$ cat src/sv/charge_to_tot_digitizer_defines.svh
// Assertion macros shared by the digitizer RTL.
// No dependencies; include by bare file name inside a module body.
`ifndef CHARGE_TO_TOT_DIGITIZER_DEFINES_SVH
`define CHARGE_TO_TOT_DIGITIZER_DEFINES_SVH

// Same-cycle implication, checked on every rising edge outside reset.
`define CTD_ASSERT_NOW(label, clk, rst, ante, cons) \
   label: assert property (@(posedge clk) disable iff (rst) (ante) |-> (cons)) \
      else $error("digitizer check failed: same-cycle implication");

// Next-cycle implication, checked on every rising edge outside reset.
`define CTD_ASSERT_NEXT(label, clk, rst, ante, cons) \
   label: assert property (@(posedge clk) disable iff (rst) (ante) |=> (cons)) \
      else $error("digitizer check failed: next-cycle implication");

`endif

$ cat src/sv/ctd_pkg.sv
// Types, field widths, register codes and reset values of the ToT digitizer.
// No dependencies; compile first after the defines header.
package ctd_pkg;

   localparam int CHARGE_BITS    = 20;
   localparam int GAIN_FRAC_BITS = 20;
   localparam int MAX_TOT_BITS   = 16;

   localparam int THRESH_W   = 16;
   localparam int GAIN_W     = 20;
   localparam int TOT_BITS_W = 5;
   localparam int MODE_W     = 2;
   localparam int RND_W      = 20;
   localparam int CODE_W     = 16;
   localparam int CSR_IDX_W  = 2;
   localparam int CSR_DATA_W = 20;

   localparam logic [THRESH_W-1:0]   THRESH_RESET   = 16'd600;
   localparam logic [GAIN_W-1:0]     GAIN_RESET     = 20'd11185;
   localparam logic [TOT_BITS_W-1:0] TOT_BITS_RESET = 5'd8;
   localparam logic [TOT_BITS_W-1:0] TOT_BITS_MIN   = 5'd2;

   typedef enum logic [MODE_W-1:0] {
      MODE_LINEAR = 2'd0,
      MODE_KINKED = 2'd1,
      MODE_LOG    = 2'd2,
      MODE_STOCH  = 2'd3
   } tot_mode_type;

   typedef enum logic [CSR_IDX_W-1:0] {
      CSR_THRESHOLD = 2'd0,
      CSR_GAIN      = 2'd1,
      CSR_TOT_BITS  = 2'd2,
      CSR_TOT_MODE  = 2'd3
   } csr_index_type;

   typedef struct packed {
      logic [CHARGE_BITS-1:0] charge_electrons;
      logic [RND_W-1:0]       random_fraction;
   } req_data_type;

   typedef struct packed {
      logic [CODE_W-1:0] tot_code;
      logic              hit;
   } rsp_data_type;

endpackage

$ cat src/sv/charge_to_tot_digitizer.sv
// Top level of the pixel charge to time-over-threshold digitizer.
// Depends on ctd_pkg and charge_to_tot_digitizer_defines.svh.
//
//  channel  | ports                          | handshake
//  ---------+--------------------------------+-------------------------------------
//  request  | start, busy, req_data          | beat taken when start && !busy
//  response | rsp_strobe, rsp_data           | one-cycle strobe, receiver cannot stall
//  config   | csr_we, csr_index, csr_wdata   | written on any edge with csr_we high
//
// Throughput is one beat per clock; busy never rises. The stage 1 registers
// hold the threshold-subtracted charge; the response registers hold the
// code after the gain multiply (one GAIN_W x CHARGE_BITS multiplier) and
// the mode encoder, which sets the critical path.
// Reset (synchronous, active high) restores the register defaults and drops
// any beat in flight. There is no stall path: each request yields exactly
// one response strobe, from the response registers.
module charge_to_tot_digitizer #(
   parameter int GAIN_FRAC_BITS = ctd_pkg::GAIN_FRAC_BITS,
   parameter int MAX_TOT_BITS   = ctd_pkg::MAX_TOT_BITS
) (
   input  logic                               clock,
   input  logic                               reset,
   // request channel
   input  logic                               start,
   output logic                               busy,
   input  ctd_pkg::req_data_type              req_data,
   // response channel
   output logic                               rsp_strobe,
   output ctd_pkg::rsp_data_type              rsp_data,
   // configuration port
   input  logic                               csr_we,
   input  logic [ctd_pkg::CSR_IDX_W-1:0]      csr_index,
   input  logic [ctd_pkg::CSR_DATA_W-1:0]     csr_wdata
);
   import ctd_pkg::*;

   `include "charge_to_tot_digitizer_defines.svh"

   // product of gain and charge excess, and its integer part
   localparam int PROD_W = GAIN_W + CHARGE_BITS;
   localparam int INT_W  = PROD_W - GAIN_FRAC_BITS;
   // compare width wide enough for both the integer part and the code range
   localparam int CMP_W  = ((INT_W > MAX_TOT_BITS) ? INT_W : MAX_TOT_BITS) + 2;
   localparam int LOG_W  = $clog2(INT_W);
   localparam int CMP_FRAC_W = GAIN_FRAC_BITS + RND_W;

   // ---------------------------------------------------------------- config
   logic [THRESH_W-1:0]   threshold_ff;
   logic [GAIN_W-1:0]     gain_ff;
   logic [TOT_BITS_W-1:0] tot_bits_ff;
   tot_mode_type          tot_mode_ff;

   always_ff @(posedge clock) begin
      if (reset) begin
         threshold_ff <= THRESH_RESET;
         gain_ff      <= GAIN_RESET;
         tot_bits_ff  <= TOT_BITS_RESET;
         tot_mode_ff  <= MODE_LINEAR;
      end else if (csr_we) begin
         case (csr_index_type'(csr_index))
            CSR_THRESHOLD: threshold_ff <= csr_wdata[THRESH_W-1:0];
            CSR_GAIN:      gain_ff      <= csr_wdata[GAIN_W-1:0];
            CSR_TOT_BITS:  tot_bits_ff  <= csr_wdata[TOT_BITS_W-1:0];
            CSR_TOT_MODE:  tot_mode_ff  <= tot_mode_type'(csr_wdata[MODE_W-1:0]);
            default: ;
         endcase
      end
   end

   // clamp the code width to [2, MAX_TOT_BITS] and derive the code range
   logic [TOT_BITS_W-1:0] n_width;
   logic [CMP_W-1:0]      half_x;
   logic [CMP_W-1:0]      top_x;

   always_comb begin
      if (tot_bits_ff < TOT_BITS_MIN) begin
         n_width = TOT_BITS_MIN;
      end else if (tot_bits_ff > TOT_BITS_W'(MAX_TOT_BITS)) begin
         n_width = TOT_BITS_W'(MAX_TOT_BITS);
      end else begin
         n_width = tot_bits_ff;
      end
      half_x = CMP_W'(1) << (n_width - TOT_BITS_W'(1));
      top_x  = (CMP_W'(1) << n_width) - CMP_W'(1);
   end

   // ---------------------------------------------------------------- stage 1
   // subtract the threshold on the way in
   logic                   s1_valid_ff;
   logic                   s1_neg_ff;
   logic [CHARGE_BITS-1:0] s1_mag_ff;
   logic [RND_W-1:0]       s1_rnd_ff;

   logic                   accept;
   logic                   neg_in;
   logic [CHARGE_BITS-1:0] mag_in;

   assign busy   = 1'b0;
   assign accept = start && !busy;

   always_comb begin
      neg_in = req_data.charge_electrons < CHARGE_BITS'(threshold_ff);
      mag_in = neg_in ? '0 : req_data.charge_electrons - CHARGE_BITS'(threshold_ff);
   end

   always_ff @(posedge clock) begin
      if (reset) begin
         s1_valid_ff <= 1'b0;
      end else begin
         s1_valid_ff <= accept;
      end
   end

   always_ff @(posedge clock) begin
      if (accept) begin
         s1_neg_ff <= neg_in;
         s1_mag_ff <= mag_in;
         s1_rnd_ff <= req_data.random_fraction;
      end
   end

   // ---------------------------------------------------------------- stage 2
   // floor(log2(v)) for v >= 1: priority encode the top set bit
   function automatic logic [LOG_W-1:0] flog2(input logic [INT_W-1:0] v);
      logic [LOG_W-1:0] r;
      r = '0;
      for (int i = 0; i < INT_W; i++) begin
         if (v[i]) r = LOG_W'(i);
      end
      return r;
   endfunction

   logic [PROD_W-1:0]         prod;
   logic [INT_W-1:0]          int_part;
   logic [GAIN_FRAC_BITS-1:0] frac_part;
   logic [CMP_W-1:0]          int_x;
   logic [CMP_W-1:0]          lin_x;
   logic [CMP_W-1:0]          kink_x;
   logic [CMP_W-1:0]          log_x;
   logic [CMP_W-1:0]          stoch_x;
   logic [CMP_W-1:0]          code_x;
   logic [INT_W-1:0]          log_arg;
   logic [CMP_FRAC_W-1:0]     rnd_scaled;
   logic [CMP_FRAC_W-1:0]     frac_scaled;
   logic                      round_up;
   logic                      above_knee;

   always_comb begin
      prod      = PROD_W'(gain_ff) * PROD_W'(s1_mag_ff);
      int_part  = prod[PROD_W-1:GAIN_FRAC_BITS];
      frac_part = prod[GAIN_FRAC_BITS-1:0];
      int_x     = CMP_W'(int_part);

      // linear: saturate at top-1, then offset by one
      lin_x = ((int_x > top_x - CMP_W'(1)) ? top_x - CMP_W'(1) : int_x) + CMP_W'(1);

      // aQ >= H exactly when the integer part reaches H
      above_knee = int_x >= half_x;

      // kinked: half slope beyond the knee
      kink_x = ((int_x - half_x) >> 1) + half_x + CMP_W'(1);
      if (kink_x > top_x) kink_x = top_x;

      // log tail: floor(log2(1 + aQ - H)) taken on the integer part
      log_arg = INT_W'(int_x - half_x + CMP_W'(1));
      log_x   = CMP_W'(flog2(log_arg)) + half_x + CMP_W'(1);
      if (log_x > top_x) log_x = top_x;

      // stochastic: round up when the random fraction lies below frac(aQ)
      rnd_scaled  = {s1_rnd_ff, {GAIN_FRAC_BITS{1'b0}}};
      frac_scaled = {frac_part, {RND_W{1'b0}}};
      round_up    = rnd_scaled < frac_scaled;
      if (s1_mag_ff == '0) begin
         stoch_x = '0;
      end else if (int_x >= top_x - CMP_W'(1)) begin
         stoch_x = top_x - CMP_W'(1);
      end else begin
         stoch_x = int_x + CMP_W'(round_up);
      end

      case (tot_mode_ff)
         MODE_LINEAR: code_x = s1_neg_ff ? '0 : lin_x;
         MODE_KINKED: code_x = s1_neg_ff ? '0 : (above_knee ? kink_x : lin_x);
         MODE_LOG:    code_x = s1_neg_ff ? '0 : (above_knee ? log_x : lin_x);
         MODE_STOCH:  code_x = stoch_x;
         default:     code_x = '0;
      endcase
   end

   logic         rsp_valid_ff;
   rsp_data_type rsp_data_ff;
   rsp_data_type rsp_data_in;

   always_comb begin
      rsp_data_in.tot_code = CODE_W'(code_x);
      rsp_data_in.hit      = code_x != '0;
   end

   always_ff @(posedge clock) begin
      if (reset) begin
         rsp_valid_ff <= 1'b0;
      end else begin
         rsp_valid_ff <= s1_valid_ff;
      end
   end

   // hold the last code between strobes
   always_ff @(posedge clock) begin
      if (s1_valid_ff) begin
         rsp_data_ff <= rsp_data_in;
      end
   end

   assign rsp_strobe = rsp_valid_ff;
   assign rsp_data   = rsp_data_ff;

   // ---------------------------------------------------------------- checks
   `CTD_ASSERT_NEXT(a_stage_advance, clock, reset, s1_valid_ff, rsp_strobe)
   `CTD_ASSERT_NOW(a_rsp_from_req, clock, reset, rsp_strobe, $past(start, 2))
   `CTD_ASSERT_NOW(a_hit_matches, clock, reset, rsp_strobe,
                   rsp_data.hit == (rsp_data.tot_code != '0))
   `CTD_ASSERT_NOW(a_code_in_range, clock, reset, rsp_strobe,
                   CMP_W'(rsp_data.tot_code) <= top_x)
   `CTD_ASSERT_NOW(a_stoch_below_top, clock, reset,
                   rsp_strobe && tot_mode_ff == MODE_STOCH,
                   CMP_W'(rsp_data.tot_code) < top_x)

endmodule

$ cat config.mk
export PLATFORM = sky130hd
export DESIGN_NAME = charge_to_tot_digitizer
export DESIGN_NICKNAME = d
export VERILOG_FILES = /design/src/sv/ctd_pkg.sv /design/src/sv/charge_to_tot_digitizer.sv
export VERILOG_INCLUDE_DIRS = /design/src /design/src/sv
export SDC_FILE = /design/constraint.sdc
export NUM_CORES = 1
export LEC_CHECK = 0
export ABC_CLOCK_PERIOD_IN_PS = 42500
export BUFFER_PORTS_ARGS = -buffer_cell sky130_fd_sc_hd__buf_2
export CAP_MARGIN = 15
export CORE_MARGIN = 2
export CORE_UTILIZATION = 35
export CTS_BUF_LIST = sky130_fd_sc_hd__clkbuf_8
export DETAILED_ROUTE_END_ITERATION = 7
export SLEW_MARGIN = 5
export SYNTH_ARGS = -nofsm -noshare
export SYNTH_HDL_FRONTEND = slang
export SYNTH_SLANG_ARGS = --single-unit
$ cat constraint.sdc
create_clock -name clock -period 42.5 [get_ports clock]
set_input_delay 8.5 -clock clock [delete_from_list [all_inputs] [get_ports clock]]
set_output_delay 8.5 -clock clock [all_outputs]
set_load 0.01 [all_outputs]
Word-level counts from Yosys, hierarchy flattened
Cells that the tools add are included.
- register bits after elaboration: 103
- latch bits: 0
- memory bits (writable): 0
- memory bits (read-only): 0
- output and inout port bits: 19
- memories kept: 0
- add/sub/neg operators: 12
- multipliers: 1
- divide/modulo/power cells: 0
- order comparisons: 9
- eq/ne operators: 6
- shift operators: 2
- mux-type cells: 32
- bitwise operators: 0
- reductions and logical operators: 8
- operators by type and width (cell ; number):
    $mux 22 ; 10
    $mux 5 ; 20
    $pmux 22 s4 ; 1
    $add 22x1->22 const B ; 3
    $ge 20x22->1 ; 2
    $gt 22x22->1 ; 2
    $shl 1x5->22 const A ; 2
    $lt 40x40->1 ; 1
    $mul 20x20->40 ; 1
    $add 21x22->22 ; 1
    $add 5x22->22 ; 1
    $gt 20x22->1 ; 1
    $reduce_bool 22->1 ; 1
    $sub 20x22->22 ; 1
    $sub 22x1->22 const B ; 1
    $sub 22x2->22 const B ; 1
    $add 20x1->21 ; 1
    $add 20x1->20 const B ; 1
    $logic_not 20->1 ; 1
    $lt 20x16->1 ; 1
    $sub 20x16->20 ; 1
    $eq 2x2->1 const B ; 4
    $reduce_and 2->1 ; 4
    $gt 5x5->1 const B ; 1
    5 further kinds ; 7

Logic depth before layout (Yosys ltp)
- depth in word-level cells: 34
- mapped depth: 64

Worst setup path after synthesis
No wires, ideal clock.
- kind: reg-to-reg
- from: reg s1_mag_ff[5]
- to: reg rsp_data_ff, in the netlist rsp_data[0], data pin
- setup time: 0.274 ns
- data arrival time: 13.435 ns
- required time: 42.226 ns
- setup slack: 28.791 ns
- cell stages (with the launch flop): 59
- buffers on the path: 5
- cells stage by stage: edfxtp_1 -> clkbuf_1 -> nand2_1 -> fa_1 -> inv_1 -> fa_1 -> inv_1 -> fa_1 -> inv_1 -> fa_1 -> fa_1 -> fa_1 -> inv_1 -> fa_1 -> inv_1 -> ha_1 -> buf_4 -> nand4_1 -> [23 not listed] -> a21oi_1 -> xnor2_1 -> ha_1 -> o21ai_0 -> nor2_1 -> o31ai_1 -> a31oi_1 -> o21ai_1 -> clkbuf_1 -> clkbuf_1 -> nand2_1 -> o21ai_0 -> o22ai_1 -> a22oi_1 -> o31ai_1 -> o21bai_1 -> nor4b_1 -> nand4_1
- RTL lines (what ; RTL line ; text):
    start, declared ; charge_to_tot_digitizer.sv:91 ; logic [CHARGE_BITS-1:0] s1_mag_ff;
    start signal, assigned ; charge_to_tot_digitizer.sv:117 ; s1_mag_ff <= mag_in;
    end signal, assigned ; charge_to_tot_digitizer.sv:210 ; rsp_data_ff <= rsp_data_in;
    end, declared ; charge_to_tot_digitizer.sv:191 ; rsp_data_type rsp_data_ff;

==> metrics.csv <==
stage,metric,value,unit
grt,pin count of the biggest net entering global routing,46,
floorplanning,Die X,278.2,µm
clock_tree,H-tree levels,3,
logic_synthesis,Synth async-reset ratio,0,%
logic_synthesis,"Avg Cell Area, Syn",8.105,µm²
place,gp weighted congestion,0.9544,
final_layout,Nets,3942,
worst_setup_path,Worst Setup End Kind,flop,
sta,final setup vio count,0,
routing,Routed Antenna Nets,0,
floorplanning,Core ar.,74450,µm²
clock_tree,"Reg clk slew, reported paths",0.13,ns
flow_run,maximum capacitance violations,0,
grt,initial antenna violation count,1,
grt,gr usage total,21.74,%
final_layout,FILL cells,7715,
sta,Achievable Freq,0.06151,GHz
worst_setup_path,"Max FO, Critical Path",21,
logic_synthesis,Synth area leaders,"fa_1 (25%), ha_1 (14%), inv_1 (6.8%)",
sta,RSZ-0062 raised after global routing,false,
place,DP Area,27690,µm²
final_layout,final non-filler cell area,27890,µm²
clock_tree,hold_buf cts,0,
floorplanning,Die Span Y,278.2,µm
logic_synthesis,synthesized area,26320,µm²
sta,Period minus WS final,16.26,ns
sta,slew margin rel.,26.80,%
logic_synthesis,"EDFF count, synth",58,
clock_tree,Max clock buf depth,2,
run_status,outcome,completed,
logic_synthesis,#FFs+latches synth,103,
routing,DR vias,22690,
logic_synthesis,most common cell in the netlist,inv_1,
logic_synthesis,Synth Instances,3247,
routing,vias per std cell,5.370,
clock_tree,CTS tree,built,
floorplanning,Initial Utilization,35.35,%
grt,grt ovf,0,
floorplanning,Die ar.,77400,µm²
routing,drt first-iter violations,1825,
sta,Slew @ Worst Pin,1.096,ns
worst_setup_path,CP arrival,16.47,ns
place,port bufs,83,
grt,vias in the first global route,22630,
logic_synthesis,"Seq/Total Area, Yosys",10.04,%
worst_setup_path,crit start category,flop,
routing,routed wire length,82300,µm
routing,1st-pass router iterations,6,
worst_setup_path,cell mode on critical path,fa_1,
final_layout,"Area growth, synth to finish",5.991,%
logic_synthesis,post-synth top area share,24.65,%
logic_synthesis,Synth top cells by count,"inv_1 (480), nand2_1 (436), fa_1 (324)",
clock_tree,TritonCTS Buffers,9,
sta,clk_skew,0.02383,ns
worst_setup_path,CP Class,reg -> reg,
logic_synthesis,Synth area leader,fa_1,
place,dpl hpwl,65790,µm
final_layout,layout cell share with drive strength beyond 1,5.897,%
sta,"Hold Vio Cnt, Final",0,
routing,drt drc,0,
worst_setup_path,CP peak stage delay,1.01,ns
floorplanning,Placement Rows,100,
clock_tree,Clock Tree Root,clkbuf_8,
routing,DR WL/cell,19.47,µm
sta,final period utilization,38.25,%
worst_setup_path,"slowest stage cell, crit path",edfxtp_1,
clock_tree,post-cts gate resize count,0,
sta,setup_tns,0,ns
clock_tree,total clock sinks,103,
grt,first-pass GRT wire length,131900,µm
floorplanning,IO Count,85,
clock_tree,post-CTS setup buffer count,0,
logic_synthesis,synth unique cells,99,
min_path,Min-Delay Path Class,reg -> reg,
clock_tree,clock latency on the worst-skew pair,0.48,ns
logic_synthesis,"Top FF cell, synth",edfxtp_1,
logic_synthesis,yosys warns,0,
worst_setup_path,Critical Path RT,42.71,ns
sta,Slew Limit Fails,0,
[worst max-delay path, delay by kind of cell (launching register included)]
family / cells / cell delay [ns]
compound gates: 22 / 4.71
xor+xnor: 2 / 1.32
fa+ha+maj: 12 / 5.28
buf+inv: 8 / 0.76
flops: 1 / 1.01
mux: 1 / 0.21
simple gates: 11 / 2.68
[cell families after synthesis]
logic type      count (synthesis)  synth area share, %
xor+xnor                      115                3.908
other cells                     2              0.02854
fa+ha+maj                     626                39.00
flops                         103                10.04
compound gates                599                15.28
mux                            31                1.212
simple gates                 1136                21.29
buf+inv                       635                9.247
[state kept, by name (all words and copies together), names as in the netlist]
signal / count
threshold_ff: 16
tot_mode_ff: 2
s1_rnd_ff: 20
rsp_strobe: 1
tot_bits_ff: 5
s1_neg_ff: 1
s1_valid_ff: 1
rsp_data: 17
gain_ff: 20
s1_mag_ff: 20
[placed cells by master, fill, tap and decap left out, drive strengths merged, types with 14 or more instances in the layout]
cell,instances
buf,115
nor2b,24
nor3,65
nand2,437
or3,17
edfxtp,58
fa,324
mux2i,24
or2,16
dfxtp,45
ha,301
o21bai,14
nor4,27
a21oi,165
and3,19
a31oi,21
nand3b,19
xnor2,81
xor2,33
conb,32
a21o,42
nand4,29
a211oi,25
o21ai,117
nand3,62
inv,485
and2,189
nor2,163
o22ai,19
o211ai,22
o31ai,27
o21a,25
nand2b,34
[path summary, 6_finish.rpt]
kind,start,endpoint,slack (ns),cells after the start
setup reg to reg,s1_mag_ff[5],rsp_data[0],26.24,56
hold reg to reg,threshold_ff[12],threshold_ff[12],0.46,2
hold / removal,threshold_ff[12],threshold_ff[12],0.46,2
setup / recovery,s1_mag_ff[5],rsp_data[0],26.24,56
[cell type report]
cell class	instances	area, µm²	share of cell area (%)
Clock buffer	9	123.9	0.4441
Timing Repair Buffer	115	655.6	2.351
Antenna cell	1	2.502	0.008971
Multi-Input combinational cell	2539	21370	76.61
Tap cell	969	1212	4.347
Sequential cell	103	2643	9.474
Inverter	483	1813	6.500
Clock inverter	7	75.07	0.2691
[per-stage QoR]
step / setup WS [ns] / utilization (%) / hold slack (ns) / std cells
after floorplan: 28.79 / - / 0.4363 / 3277
after global routing: 25.09 / 37.47 / 0.4881 / 4226
after detailed placement: 26.51 / 37.20 / 0.4494 / 4209
final: 26.24 / 37.47 / 0.4617 / 4226
after global placement: 26.58 / 37.20 / 0.4435 / 4209
after CTS: 26.40 / 37.46 / 0.4654 / 4225
[routing by layer]
layer	global-route usage (%)	wire length (µm)
met3	2.989	5307
met2	36.06	38610
met4	6.362	2093
met1	29.43	36290
met5	0	0
Power is left out: the tool's default activity adds up to more than one toggle a clock period on the data nets, which glitch-free logic cannot reach.
